`src/hdl/mlfq_pkg.sv`:
```
// Shared types, field widths and a helper function for the multilevel feedback scheduler.
// Depends on nothing; mlfq_pick and the core refer to it by scoped names.
package mlfq_pkg;

    // Fixed field widths of the beat payloads and of the slot record.
    localparam int ID_W        = 4;
    localparam int SERVICE_W   = 16;
    localparam int STAMP_W     = 32;
    localparam int RUN_LEVEL_W = 3;
    localparam int QUANT_W     = 8;
    localparam int LEVEL_ARG_W = 4;

    // Control from the sequencer to the shared compare unit.
    typedef struct packed {
        logic clear;
        logic live;
    } pick_ctl_t;

    // Length of the quantum granted at a given level.
    function automatic logic [QUANT_W-1:0] quantum_for(input logic mode,
                                                      input logic [LEVEL_ARG_W-1:0] level);
        logic [QUANT_W-1:0] q;
        if (!mode) begin
            q = QUANT_W'(1);
        end else if (level > LEVEL_ARG_W'(7)) begin
            q = {QUANT_W{1'b1}};
        end else begin
            q = QUANT_W'(1) << level[2:0];
        end
        return q;
    endfunction

endpackage

```
`src/hdl/mlfq_ram.sv`:
```
// Generic simple dual-port RAM with one write port and one registered read port.
// Depends on nothing.
module mlfq_ram #(
    parameter int WIDTH = 8,
    parameter int DEPTH = 16
) (
    input  logic                     aclk,
    input  logic                     we,
    input  logic [$clog2(DEPTH)-1:0] waddr,
    input  logic [WIDTH-1:0]         wdata,
    input  logic [$clog2(DEPTH)-1:0] raddr,
    output logic [WIDTH-1:0]         rdata
);

    logic [WIDTH-1:0] mem_reg [DEPTH];
    logic [WIDTH-1:0] rdata_reg;

    // Write port and registered read port.
    always_ff @(posedge aclk) begin
        if (we) begin
            mem_reg[waddr] <= wdata;
        end
        rdata_reg <= mem_reg[raddr];
    end

    assign rdata = rdata_reg;

endmodule

```
`src/hdl/mlfq_pick.sv`:
```
// Shared compare unit: keeps the best ready slot seen during a scan (lowest level,
// then earliest stamp, then lowest slot). Depends on mlfq_pkg.
module mlfq_pick #(
    parameter int SW = 4,
    parameter int LW = 3
) (
    input  logic                          aclk,
    input  logic                          aresetn,
    input  mlfq_pkg::pick_ctl_t           ctl,
    input  logic [SW-1:0]                 cand_idx,
    input  logic [LW-1:0]                 cand_level,
    input  logic [mlfq_pkg::STAMP_W-1:0]  cand_stamp,
    output logic                          found,
    output logic [SW-1:0]                 best_idx,
    output logic [LW-1:0]                 best_level
);

    logic                         found_reg, found_next;
    logic [SW-1:0]                best_idx_reg, best_idx_next;
    logic [LW-1:0]                best_level_reg, best_level_next;
    logic [mlfq_pkg::STAMP_W-1:0] best_stamp_reg, best_stamp_next;
    logic                         better;

    // The candidate wins only when strictly better, so the lower slot keeps ties.
    assign better = !found_reg || (cand_level < best_level_reg) ||
                    ((cand_level == best_level_reg) && (cand_stamp < best_stamp_reg));

    always_comb begin
        found_next      = found_reg;
        best_idx_next   = best_idx_reg;
        best_level_next = best_level_reg;
        best_stamp_next = best_stamp_reg;
        if (ctl.clear) begin
            found_next = 1'b0;
        end else if (ctl.live && better) begin
            found_next      = 1'b1;
            best_idx_next   = cand_idx;
            best_level_next = cand_level;
            best_stamp_next = cand_stamp;
        end
    end

    always_ff @(posedge aclk) begin
        if (!aresetn) begin
            found_reg <= 1'b0;
        end else begin
            found_reg <= found_next;
        end
    end

    // The best record itself needs no reset; found qualifies it.
    always_ff @(posedge aclk) begin
        best_idx_reg   <= best_idx_next;
        best_level_reg <= best_level_next;
        best_stamp_reg <= best_stamp_next;
    end

    assign found      = found_reg;
    assign best_idx   = best_idx_reg;
    assign best_level = best_level_reg;

endmodule

```
`src/hdl/multilevel_feedback_scheduler_core.sv`:
```
// Top level of the multilevel feedback scheduler: tick sequencer, slot record RAM and
// busy bits. Depends on mlfq_pkg, mlfq_ram and mlfq_pick.
//
// Usage: every beat on the s_ channel is one time tick, optionally carrying one
// arriving job (slot id and service time). Every tick yields exactly one beat on the
// m_ channel: the job that ran (or an idle tick), its level, whether it finished, the
// tick count after the tick, and whether the arrival was rejected.
// quantum_mode is written through cfg_wr_en/cfg_wr_data while no tick is in flight.
// Steps: a tick that keeps its current holder reads its record (S_RUN_RD), runs it
// (S_RUN) and loads the result (S_OUT). A tick that must pick a new holder first
// releases an old holder whose quantum has run out, then scans the slot records one
// per cycle through the single RAM read port and the shared compare unit and grants
// the best. One tick is processed at a time; s_ready is high only between ticks,
// from the cycle after the result is loaded.
// The result sits in an output register, so the next tick is accepted while it
// waits; a stalled receiver holds the following tick at its final step.
// Reset: all slots free, no holder, tick count zero, quantum_mode zero. The record
// RAM needs no clearing, since a record is used only while its busy bit is set.
module multilevel_feedback_scheduler_core #(
    parameter int SLOTS     = 16,
    parameter int MAX_LEVEL = 7
) (
    input  logic                               aclk,
    input  logic                               aresetn,
    // configuration
    input  logic                               cfg_wr_en,
    input  logic                               cfg_wr_data,
    // tick input
    input  logic                               s_valid,
    output logic                               s_ready,
    input  logic                               s_arrive_valid,
    input  logic [mlfq_pkg::ID_W-1:0]          s_arrive_id,
    input  logic [mlfq_pkg::SERVICE_W-1:0]     s_arrive_service,
    // tick result
    output logic                               m_valid,
    input  logic                               m_ready,
    output logic                               m_run_valid,
    output logic [mlfq_pkg::ID_W-1:0]          m_run_id,
    output logic [mlfq_pkg::RUN_LEVEL_W-1:0]   m_run_level,
    output logic                               m_finished,
    output logic [mlfq_pkg::STAMP_W-1:0]       m_tick_end,
    output logic                               m_arrival_rejected
);

    localparam int SW    = $clog2(SLOTS);
    localparam int LW    = $clog2(MAX_LEVEL + 1);
    localparam int CW    = $clog2(SLOTS + 1);
    localparam int TW    = mlfq_pkg::STAMP_W;
    localparam int RW    = mlfq_pkg::SERVICE_W;
    localparam int QW    = mlfq_pkg::QUANT_W;
    localparam int IW    = mlfq_pkg::ID_W;
    localparam int EW    = LW + TW + RW;
    localparam int IDX_CMP_W = 10;

    localparam logic [SW-1:0] LAST_IDX = SW'(SLOTS - 1);
    localparam logic [LW-1:0] MAX_LVL  = LW'(MAX_LEVEL);

    // Sequencer state codes.
    localparam logic [3:0] S_IDLE     = 4'd0;
    localparam logic [3:0] S_DEM_RD   = 4'd1;
    localparam logic [3:0] S_DEM_WR   = 4'd2;
    localparam logic [3:0] S_SCAN     = 4'd3;
    localparam logic [3:0] S_SCAN_END = 4'd4;
    localparam logic [3:0] S_GRANT    = 4'd5;
    localparam logic [3:0] S_RUN_RD   = 4'd6;
    localparam logic [3:0] S_RUN      = 4'd7;
    localparam logic [3:0] S_OUT      = 4'd8;

    logic [3:0]        state_reg, state_next;
    logic              mode_reg;
    logic [SLOTS-1:0]  busy_reg, busy_next;
    logic [CW-1:0]     busy_cnt_reg, busy_cnt_next;
    logic              holder_valid_reg, holder_valid_next;
    logic [SW-1:0]     holder_reg, holder_next;
    logic [QW-1:0]     quantum_reg, quantum_next;
    logic [TW-1:0]     tick_reg, tick_next;
    logic [SW-1:0]     scan_idx_reg, scan_idx_next;
    logic              cand_live_reg;
    logic [SW-1:0]     cand_idx_reg;
    logic              m_valid_reg, m_valid_next;

    // Per-tick result, collected while the tick is worked on.
    logic              res_run_valid_reg, res_run_valid_next;
    logic [IW-1:0]     res_id_reg, res_id_next;
    logic [2:0]        res_level_reg, res_level_next;
    logic              res_fin_reg, res_fin_next;
    logic              res_rej_reg, res_rej_next;

    // Output register payload.
    logic              out_run_valid_reg;
    logic [IW-1:0]     out_id_reg;
    logic [2:0]        out_level_reg;
    logic              out_fin_reg;
    logic [TW-1:0]     out_tick_reg;
    logic              out_rej_reg;
    logic              out_load;

    // RAM port signals.
    logic              ram_we;
    logic [SW-1:0]     ram_waddr;
    logic [EW-1:0]     ram_wdata;
    logic [SW-1:0]     ram_raddr;
    logic [EW-1:0]     ram_rdata;
    logic [LW-1:0]     rd_level;
    logic [TW-1:0]     rd_stamp;
    logic [RW-1:0]     rd_rem;
    logic [RW-1:0]     rem_dec;

    // Compare unit signals.
    mlfq_pkg::pick_ctl_t pick_ctl;
    logic              pick_found;
    logic [SW-1:0]     pick_idx;
    logic [LW-1:0]     pick_level;

    // Arrival decode.
    logic [SW+IW-1:0]  id_pad;
    logic [SW-1:0]     id_idx;
    logic              id_in_range;
    logic [RW-1:0]     svc_fixed;
    logic [LW+3:0]     pick_level_pad;
    logic [LW+2:0]     rd_level_pad;
    logic [SW+IW-1:0]  holder_pad;
    logic              s_accept;

    assign id_pad      = {{SW{1'b0}}, s_arrive_id};
    assign id_idx      = id_pad[SW-1:0];
    assign id_in_range = ({{(IDX_CMP_W-IW){1'b0}}, s_arrive_id} < IDX_CMP_W'(SLOTS));
    assign svc_fixed   = (s_arrive_service == '0) ? RW'(1) : s_arrive_service;
    assign s_ready     = (state_reg == S_IDLE);
    assign s_accept    = s_valid && s_ready;

    // Slot record fields: level, arrival stamp, remaining service.
    assign rd_level       = ram_rdata[EW-1 -: LW];
    assign rd_stamp       = ram_rdata[RW +: TW];
    assign rd_rem         = ram_rdata[RW-1:0];
    assign rem_dec        = rd_rem - RW'(1);
    assign pick_level_pad = {4'b0, pick_level};
    assign rd_level_pad   = {3'b0, rd_level};
    assign holder_pad     = {{IW{1'b0}}, holder_reg};

    // Compare unit control: cleared between ticks, fed one record per scan cycle.
    assign pick_ctl.clear = (state_reg == S_IDLE);
    assign pick_ctl.live  = cand_live_reg;

    mlfq_ram #(
        .WIDTH (EW),
        .DEPTH (SLOTS)
    ) u_rec_ram (
        .aclk  (aclk),
        .we    (ram_we),
        .waddr (ram_waddr),
        .wdata (ram_wdata),
        .raddr (ram_raddr),
        .rdata (ram_rdata)
    );

    mlfq_pick #(
        .SW (SW),
        .LW (LW)
    ) u_pick (
        .aclk       (aclk),
        .aresetn    (aresetn),
        .ctl        (pick_ctl),
        .cand_idx   (cand_idx_reg),
        .cand_level (rd_level),
        .cand_stamp (rd_stamp),
        .found      (pick_found),
        .best_idx   (pick_idx),
        .best_level (pick_level)
    );

    // Tick sequencer.
    always_comb begin
        state_next         = state_reg;
        busy_next          = busy_reg;
        busy_cnt_next      = busy_cnt_reg;
        holder_valid_next  = holder_valid_reg;
        holder_next        = holder_reg;
        quantum_next       = quantum_reg;
        tick_next          = tick_reg;
        scan_idx_next      = scan_idx_reg;
        m_valid_next       = m_valid_reg && !m_ready;
        res_run_valid_next = res_run_valid_reg;
        res_id_next        = res_id_reg;
        res_level_next     = res_level_reg;
        res_fin_next       = res_fin_reg;
        res_rej_next       = res_rej_reg;
        out_load           = 1'b0;
        ram_we             = 1'b0;
        ram_waddr          = holder_reg;
        ram_wdata          = ram_rdata;
        ram_raddr          = holder_reg;

        unique case (state_reg)
            S_IDLE: begin
                if (s_accept) begin
                    res_run_valid_next = 1'b0;
                    res_id_next        = '0;
                    res_level_next     = '0;
                    res_fin_next       = 1'b0;
                    res_rej_next       = 1'b0;
                    // Store the arrival at level 0, or reject it.
                    if (s_arrive_valid) begin
                        if (id_in_range && !busy_reg[id_idx]) begin
                            ram_we            = 1'b1;
                            ram_waddr         = id_idx;
                            ram_wdata         = {LW'(0), tick_reg, svc_fixed};
                            busy_next[id_idx] = 1'b1;
                            busy_cnt_next     = busy_cnt_reg + CW'(1);
                        end else begin
                            res_rej_next = 1'b1;
                        end
                    end
                    scan_idx_next = '0;
                    if (holder_valid_reg && (quantum_reg == '0)) begin
                        state_next = S_DEM_RD;
                    end else if (!holder_valid_reg) begin
                        state_next = S_SCAN;
                    end else begin
                        state_next = S_RUN_RD;
                    end
                end
            end
            S_DEM_RD: begin
                state_next = S_DEM_WR;
            end
            S_DEM_WR: begin
                // Demote only when some other job is waiting.
                if ((busy_cnt_reg > CW'(1)) && (rd_level < MAX_LVL)) begin
                    ram_we    = 1'b1;
                    ram_wdata = {rd_level + LW'(1), rd_stamp, rd_rem};
                end
                holder_valid_next = 1'b0;
                scan_idx_next     = '0;
                state_next        = S_SCAN;
            end
            S_SCAN: begin
                ram_raddr = scan_idx_reg;
                if (scan_idx_reg == LAST_IDX) begin
                    state_next = S_SCAN_END;
                end else begin
                    scan_idx_next = scan_idx_reg + SW'(1);
                end
            end
            S_SCAN_END: begin
                state_next = S_GRANT;
            end
            S_GRANT: begin
                if (pick_found) begin
                    holder_valid_next = 1'b1;
                    holder_next       = pick_idx;
                    quantum_next      = mlfq_pkg::quantum_for(mode_reg,
                                                              pick_level_pad[3:0]);
                    state_next        = S_RUN_RD;
                end else begin
                    state_next = S_OUT;
                end
            end
            S_RUN_RD: begin
                state_next = S_RUN;
            end
            S_RUN: begin
                // The holder runs one tick.
                ram_we             = 1'b1;
                ram_wdata          = {rd_level, rd_stamp, rem_dec};
                res_run_valid_next = 1'b1;
                res_id_next        = holder_pad[IW-1:0];
                res_level_next     = rd_level_pad[2:0];
                quantum_next       = quantum_reg - QW'(1);
                if (rem_dec == '0) begin
                    res_fin_next          = 1'b1;
                    busy_next[holder_reg] = 1'b0;
                    busy_cnt_next         = busy_cnt_reg - CW'(1);
                    holder_valid_next     = 1'b0;
                    quantum_next          = '0;
                end
                state_next = S_OUT;
            end
            S_OUT: begin
                if (!m_valid_reg || m_ready) begin
                    out_load     = 1'b1;
                    m_valid_next = 1'b1;
                    tick_next    = tick_reg + TW'(1);
                    state_next   = S_IDLE;
                end
            end
            default: begin
                state_next = S_IDLE;
            end
        endcase
    end

    // Control registers.
    always_ff @(posedge aclk) begin
        if (!aresetn) begin
            state_reg        <= S_IDLE;
            mode_reg         <= 1'b0;
            busy_reg         <= '0;
            busy_cnt_reg     <= '0;
            holder_valid_reg <= 1'b0;
            holder_reg       <= '0;
            quantum_reg      <= '0;
            tick_reg         <= '0;
            scan_idx_reg     <= '0;
            cand_live_reg    <= 1'b0;
            m_valid_reg      <= 1'b0;
        end else begin
            state_reg        <= state_next;
            if (cfg_wr_en) begin
                mode_reg <= cfg_wr_data;
            end
            busy_reg         <= busy_next;
            busy_cnt_reg     <= busy_cnt_next;
            holder_valid_reg <= holder_valid_next;
            holder_reg       <= holder_next;
            quantum_reg      <= quantum_next;
            tick_reg         <= tick_next;
            scan_idx_reg     <= scan_idx_next;
            cand_live_reg    <= (state_reg == S_SCAN) && busy_reg[scan_idx_reg];
            m_valid_reg      <= m_valid_next;
        end
    end

    // Payload registers: per-tick result, scan candidate tag and output stage.
    always_ff @(posedge aclk) begin
        res_run_valid_reg <= res_run_valid_next;
        res_id_reg        <= res_id_next;
        res_level_reg     <= res_level_next;
        res_fin_reg       <= res_fin_next;
        res_rej_reg       <= res_rej_next;
        cand_idx_reg      <= scan_idx_reg;
        if (out_load) begin
            out_run_valid_reg <= res_run_valid_reg;
            out_id_reg        <= res_id_reg;
            out_level_reg     <= res_level_reg;
            out_fin_reg       <= res_fin_reg;
            out_tick_reg      <= tick_reg + TW'(1);
            out_rej_reg       <= res_rej_reg;
        end
    end

    assign m_valid            = m_valid_reg;
    assign m_run_valid        = out_run_valid_reg;
    assign m_run_id           = out_id_reg;
    assign m_run_level        = out_level_reg;
    assign m_finished         = out_fin_reg;
    assign m_tick_end         = out_tick_reg;
    assign m_arrival_rejected = out_rej_reg;

    // A held job always occupies its slot.
    a_holder_busy: assert property (@(posedge aclk) disable iff (!aresetn)
        holder_valid_reg |-> busy_reg[holder_reg])
        else $error("holder slot is not marked busy");

    // The occupancy count tracks the busy bits.
    a_busy_count: assert property (@(posedge aclk) disable iff (!aresetn)
        busy_cnt_reg == CW'($countones(busy_reg)))
        else $error("busy count disagrees with busy bits");

    // A finished tick waits for the output register to drain.
    a_out_wait: assert property (@(posedge aclk) disable iff (!aresetn)
        (state_reg == S_OUT && m_valid_reg && !m_ready) |=> (state_reg == S_OUT))
        else $error("result overwritten while the receiver stalls");

    // One tick at a time: after a tick is taken the input closes.
    a_one_tick: assert property (@(posedge aclk) disable iff (!aresetn)
        s_accept |=> !s_ready)
        else $error("second tick accepted while one is in flight");

endmodule
```
`config.mk`:
```
export PLATFORM = sky130hd
export DESIGN_NAME = multilevel_feedback_scheduler_core
export DESIGN_NICKNAME = d
export VERILOG_FILES = /design/src/hdl/mlfq_pkg.sv /design/src/hdl/mlfq_ram.sv /design/src/hdl/mlfq_pick.sv /design/src/hdl/multilevel_feedback_scheduler_core.sv
export SDC_FILE = /design/constraint.sdc
export NUM_CORES = 1
export LEC_CHECK = 0
export BUFFER_PORTS_ARGS = -buffer_cell sky130_fd_sc_hd__buf_2
export CORE_MARGIN = 1.5
export CORE_UTILIZATION = 46
export CTS_CLUSTER_DIAMETER = 30
export CTS_CLUSTER_SIZE = 40
export DETAILED_ROUTE_END_ITERATION = 10
export PLACE_DENSITY = 0.64
export SLEW_MARGIN = 10
export SYNTH_ARGS = -nofsm -noshare
export SYNTH_HDL_FRONTEND = slang
export SYNTH_SLANG_ARGS = --single-unit
```
`constraint.sdc`:
```
create_clock -name aclk -period 6.7 [get_ports aclk]
set_clock_uncertainty 0.05 [all_clocks]
set_input_delay 1.34 -clock aclk [delete_from_list [all_inputs] [get_ports aclk]]
set_output_delay 1.34 -clock aclk [all_outputs]
set_load 0.005 [all_outputs]
```
======== Word level (Yosys, flattened, before mapping) ========
Memories as Yosys holds them, arrays and structs flattened. A register that Yosys moved wholly into a read port is not among the register bits.
Index checks and enable logic that the tools add are counted.
word-level totals
  RAM bits ................................ 816
  output and inout port bits .............. 44
  input bits .............................. 27
  memories kept ........................... 1
  logic and storage cells ................. 170
  flip-flop bits (word level) ............. 173
memory list
  memory             depth  width  read ports  clocked after Yosys merged registers in  write ports  line            RTL
  u_rec_ram.mem_reg  16     51     1           1                                        1            mlfq_ram.sv:15  logic [WIDTH-1:0] mem_reg [DEPTH];
operators by class
  mux-type cells .......................... 66
  shifts and indexed selects .............. 1
  bitwise operators ....................... 5
  magnitude comparators ................... 10
  $add $sub $neg .......................... 7
  reductions and logical operators ........ 35
  eq/ne operators ......................... 18
operator list
  cell                                                 count
  2-to-1 mux 51 bit                                    4
  case mux 51 bit (3 select lines)                     1
  2-to-1 mux 16 bit                                    5
  2-to-1 mux 4 bit                                     11
  case mux 4 bit (9 select lines)                      1
  adder 32 x 1 -> 32 bit, second input constant        1
  zero test 16 bit                                     2
  < comparator 32 bit                                  1
  2-to-1 mux 8 bit                                     4
  case mux 16 bit (2 select lines)                     1
  2-to-1 mux 5 bit                                     4
  2-to-1 mux 1 bit                                     19
  AND 16 bit                                           1
  equality test 4 x 3 -> 1 bit, second input constant  4
  inverter 16 bit                                      1
  OR 16 bit                                            1
  case mux 8 bit (2 select lines)                      1
  subtractor 16 x 1 -> 16 bit, second input constant   1
  < comparator 4 x 5 -> 1 bit, second input constant   3
  case mux 4 bit (3 select lines)                      1
  AND reduction 2 bit                                  6
  AND reduction 3 bit                                  4
  != test 2 bit, second input constant                 5
  case mux 5 bit (2 select lines)                      1
  33 further kinds                                     59

======== Depth between registers and ports, before layout ========
  depth after elaboration ................. 9
  gate-level depth with buffers ........... 11
  gate-level depth less buffers ........... 9

======== By module ========
From an unflattened synthesis, not the netlist that was laid out.
second synthesis, totals
  cells, all modules ...................... 2342
  area total of the unflattened synthesis .. 41599.9 um^2
by module, submodules not included
  module                              cells an instance  area an instance (um^2)  instances
  mlfq_ram                            1320               31615.3                  1
  multilevel_feedback_scheduler_core  860                7895.1                   1
  mlfq_pick                           162                2089.5                   1

======== Worst setup path after synthesis ========
Ideal clock, no wire load.
  path type ............................... input to register
  from .................................... in s_arrive_id[0] (netlist name)
  to ...................................... mem u_rec_ram.mem_reg[8][0] (netlist name), enable pin
  path buffers ............................ 1
  data arrival time ....................... 5.440 ns
  slack ................................... 0.734 ns
  stages on the path ...................... 6
  setup time .............................. 0.476 ns
  required time ........................... 6.174 ns
  path through ............................ clkbuf_1 > mux4_2 > mux2i_1 > a22oi_1 > or3_1 > a21oi_1
on the way
  word-level cells in the longest chain between the ends .. 8
  elaborated cells on any way between the ends .. 12
  classes of those cells .................. mux (12)
ends and longest elaborated chain
  what                                    line                                       RTL
  start, declared                         multilevel_feedback_scheduler_core.sv:32   input logic [mlfq_pkg::ID_W-1:0] s_arrive_id,
  binary-select mux 1 bit (select 4 bit)  multilevel_feedback_scheduler_core.sv:204  if (id_in_range && !busy_reg[id_idx]) begin
  2-to-1 mux 1 bit (implied by the code)  multilevel_feedback_scheduler_core.sv:204
  2-to-1 mux 1 bit                        multilevel_feedback_scheduler_core.sv:204
  2-to-1 mux 1 bit                        multilevel_feedback_scheduler_core.sv:203  if (s_arrive_valid) begin
  2-to-1 mux 1 bit                        multilevel_feedback_scheduler_core.sv:196  if (s_accept) begin
  case mux 1 bit (3 select lines)         multilevel_feedback_scheduler_core.sv:194  unique case (state_reg)
  2-to-1 mux 1 bit                        mlfq_ram.sv:20                             if (we) begin
  2-to-1 mux 1 bit (implied by the code)  mlfq_ram.sv:21                             mem_reg[waddr] <= wdata;
  end, declared                           mlfq_ram.sv:15
Several ways; a longest one is shown, not always the timed one. The select of a mux whose other input is x is not followed.

======== Final worst setup path ========
  from .................................... in s_arrive_id[0] (netlist name)
  to ...................................... mem u_rec_ram.mem_reg[13][32] (netlist name), enable pin
The elaborated chain is that of the path after synthesis.

==> flow_summary.yaml <==
setup_path:
  worstSetupStartpointType: "primary input"
  reg2reg_from: "state_reg[1]"
  data_required_critical_path_ns: 7.01
  worst_path_largest_cell_delay_ns: 0.62
  crit_slowest_cell: "sky130_fd_sc_hd__a22o_2"
  crit_type: "primary input to register"
  timing.critical_path.mode_cell: "sky130_fd_sc_hd__buf_4"
  crit_path_max_fanout: 51
  ff2ff_path_depth: 7
  crit-reg2reg-capture: "u_rec_ram.mem_reg[2][20]"
  critPathArrivalTime_ns: 4.67
  critical_path_cell_by_cell: "buf_2, mux4_2, mux2i_1, a22o_2, buf_4, o21a_1, nor2_4, buf_4"
  crit_path_end_kind: "register"
  minimum_setup_slack_among_reg_to_reg_paths_ns: 2.43
finish:
  final.fill_count: 6903
  area_growth_syn_to_layout_pct: 19.4
  postLayoutCellArea_sq_mm: 0.0496
  num-nets-final: 2739
  drive_gt1_share_pct: 23.9
  final_cell_count_no_fill: 3998
  insertedDiodeCount: 0
  largest_register_ffs: 816
  fin_util_pct: 55.3
grt:
  grt_pass1_vias: 24064
  grt_remaining_overflow: 0
  initial_antenna_violation_count: 2
  grt_most_used_layer: "met2"
  grt.total_usage_pct: 21.4
  grt_pass1_wl_microns: 146000
  pin_count_of_the_biggest_net_entering_global_routing: 103
  met3_usage_pct: 3.74
  global_route.usage.met1_pct: 28.7
  gr-usage-met2_pct: 35.7
yosys:
  synth_seq_area_share_pct: 71.9
  syn_inst: 2499
  synth_top_cells_by_count: "907 x sky130_fd_sc_hd__edfxtp_1, 292 x sky130_fd_sc_hd__nand2_1, 213 x sky130_fd_sc_hd__mux4_2, 133 x sky130_fd_sc_hd__dfxtp_1, 112 x sky130_fd_sc_hd__nor2_1"
  ys.flop_type: "sky130_fd_sc_hd__edfxtp_1"
  synth-edff-count: 907
  synth.yosys.warnings: 0
  synth_largest_area_cell: "sky130_fd_sc_hd__edfxtp_1"
  postSynthRegisterBits: 1040
  cell_types_occupying_the_most_area_after_synthesis: "sky130_fd_sc_hd__edfxtp_1 66%, sky130_fd_sc_hd__mux4_2 12%, sky130_fd_sc_hd__dfxtp_1 6.4%"
  post_synth_num_cell_types: 67
  synthDominantCellAreaShare_pct: 65.5
  asyncSetResetFlopFracSynth_pct: 0
  synthesis.area_per_instance_sq_um: 16.6
  postSynthNetCount: 2570
  synth_most_common_cell: "sky130_fd_sc_hd__edfxtp_1"
  synth.cell_area_sq_mm: 0.0416
power_and_ir_drop:
  power.ir.vdd_worst_mv: 0.213
  finalPower_uw: 16500
  leakage_uw: 0.0170
  powerDensity_mw_per_mm2: 333
floorplanning:
  floorplan.rows: 110
  io_pins: 71
  core_area_sq_mm: 0.0897
  overall_die_area_sq_mm: 0.0922
  initial_utilization_pct: 46.3
  floorplan.die.width_microns: 304
  chipHeight_microns: 304
place:
  placed_cell_area_sq_mm: 0.0436
  globalplace.congestion: 0.879
  dpl.hpwl_microns: 55200
  port_buffers: 70
  place_inst: 3666
clock_tree:
  clock_tree.buffer_depth: 3
  cts-buffers-inserted: 176
  post_cts_resized: 0
  clock_tree.htree_level_count: 4
  holdBufCountCts: 0
  cts.sink_count: 1040
  clk_pin_slew_worst_paths_ns: 0.05
  insertion_delay_ns: 0.75
  cts_tree: "done"
  clock-root-buffer: "sky130_fd_sc_hd__clkbuf_16"
  cts_setup_buffers: 0
detailed_routing:
  average_wire_per_standard_cell_microns: 24.2
  postRouteAntennaNets: 0
  detail_route.first_pass.iterations: 6
  post_route_wl_microns: 96700
  drt_first_iter_violations: 2341
  vias: 23169
  post_drt_via_cell_ratio: 5.80
  drc_errors_left: 0
hold_path:
  holdCritPathClass: "register to register"
  worstHoldEndpoint: "u_pick.best_idx[1]"
  min_from: "cand_idx_reg[1]"
  worstHoldPathCells: 0
timing:
  setup_violations: 0
  worst-slew-pin-transition_ns: 1.23
  fin_tns_setup_ns: 0
  setup_repair_after_global_routing_missed_its_margin: "false"
  period_minus_slack_ns: 4.36
  finalMaxSlewViolations: 0
  relSlewSlack_pct: 18.2
  fmaxAchievable_mhz: 229
  finalHoldViolCount: 0
  final_min_period_over_clock_period_pct: 65.1
flow_run:
  max_cap_viol_count: 0
run_status:
  outcome: "complete, no violations"
==> cell families (layout without fill, tap and decap cells) <==
| group | after synthesis | after routing | share of synthesized area [%] |
|---|---|---|---|
| xor gates and xnor gates | 57 | 57 | 1.20 |
| buffers and inverters | 196 | 519 | 1.88 |
| and+or+nand+nor | 633 | 633 | 7.04 |
| muxes | 225 | 225 | 11.8 |
| AOI/OAI and AO/OA | 304 | 304 | 4.77 |
| DFF | 1040 | 1040 | 71.9 |
| adders and majority gates | 44 | 44 | 1.32 |
==> per-stage QoR <==
stage | hold slack (ns) | setup slack, ns
after floorplan | 0.279 | 0.734
after detailed placement | 0.339 | 1.59
after global placement | 0.340 | 1.59
after CTS | 0.345 | 2.37
after global routing | 0.360 | 2.15
final | 0.352 | 2.34
==> power breakdown <==
part	switching (uW)	internal, uW	total [uW]
registers	46.8	7180	7230
clock network	3190	5700	8890
logic	307	116	423
==> worst max-delay path: cells and delay by family <==
family	cells	cell delay, ns
AO/OA/AOI/OAI	2	1.08
buffers and inverters	3	1.26
multiplexers	2	0.85
AND/OR/NAND/NOR	1	0.06
==> area by class of cell <==
cell class | count | area, sq um | share of cell area (%)
clock inverter | 115 | 1340 | 2.70
sequential | 1040 | 29900 | 60.2
inverter | 60 | 225 | 0.454
timing repair buffer | 127 | 911 | 1.84
clock buffer | 217 | 4700 | 9.48
multi-input combinational | 1263 | 11100 | 22.3
tap | 1176 | 1470 | 2.96
==> worst max-delay path by stage <==
stage | startpoint | cells past startpoint | to | slack [ns]
after global placement | s_arrive_id[0] | 9 | u_rec_ram.mem_reg[2][38] | 1.59
after CTS | s_arrive_id[0] | 8 | u_rec_ram.mem_reg[2][20] | 2.37
final | s_arrive_id[0] | 8 | u_rec_ram.mem_reg[13][32] | 2.34
after floorplan | s_arrive_id[0] | 6 | u_rec_ram.mem_reg[8][0] | 0.73
after global routing | state_reg[2] | 7 | u_rec_ram.mem_reg[2][20] | 2.15
after detailed placement | s_arrive_id[0] | 8 | u_rec_ram.mem_reg[13][33] | 1.59
==> cells in the final DEF, fill, tap and decap left out, drive strengths merged, types with 6 or more instances in the layout <==
cell and count:
dfxtp 133, buf 127, or3 14, nor3b 11, a31oi 62, o21ai 56, clkinvlp 22, edfxtp 907
o41ai 7, and2 59, clkbuf 217, nand2b 10, mux2i 8, and3 6, bufinv 16, xnor2 32
nor3 27, a211oi 56, o311ai 7, clkinv 52, inv 85, a21oi 65, nor2b 6, ha 44
xor2 25, nand4 16, nand2 292, nor4 16, mux4 213, nand3 45, nor2 113
==> metal layers <==
layer,part of all wire [%],wire length (microns)
met5,0,0
met4,2.1,2070
met3,6.4,6240
met2,50,48300
met1,42,40100
Note: power is estimated with default switching activity, not from simulation.
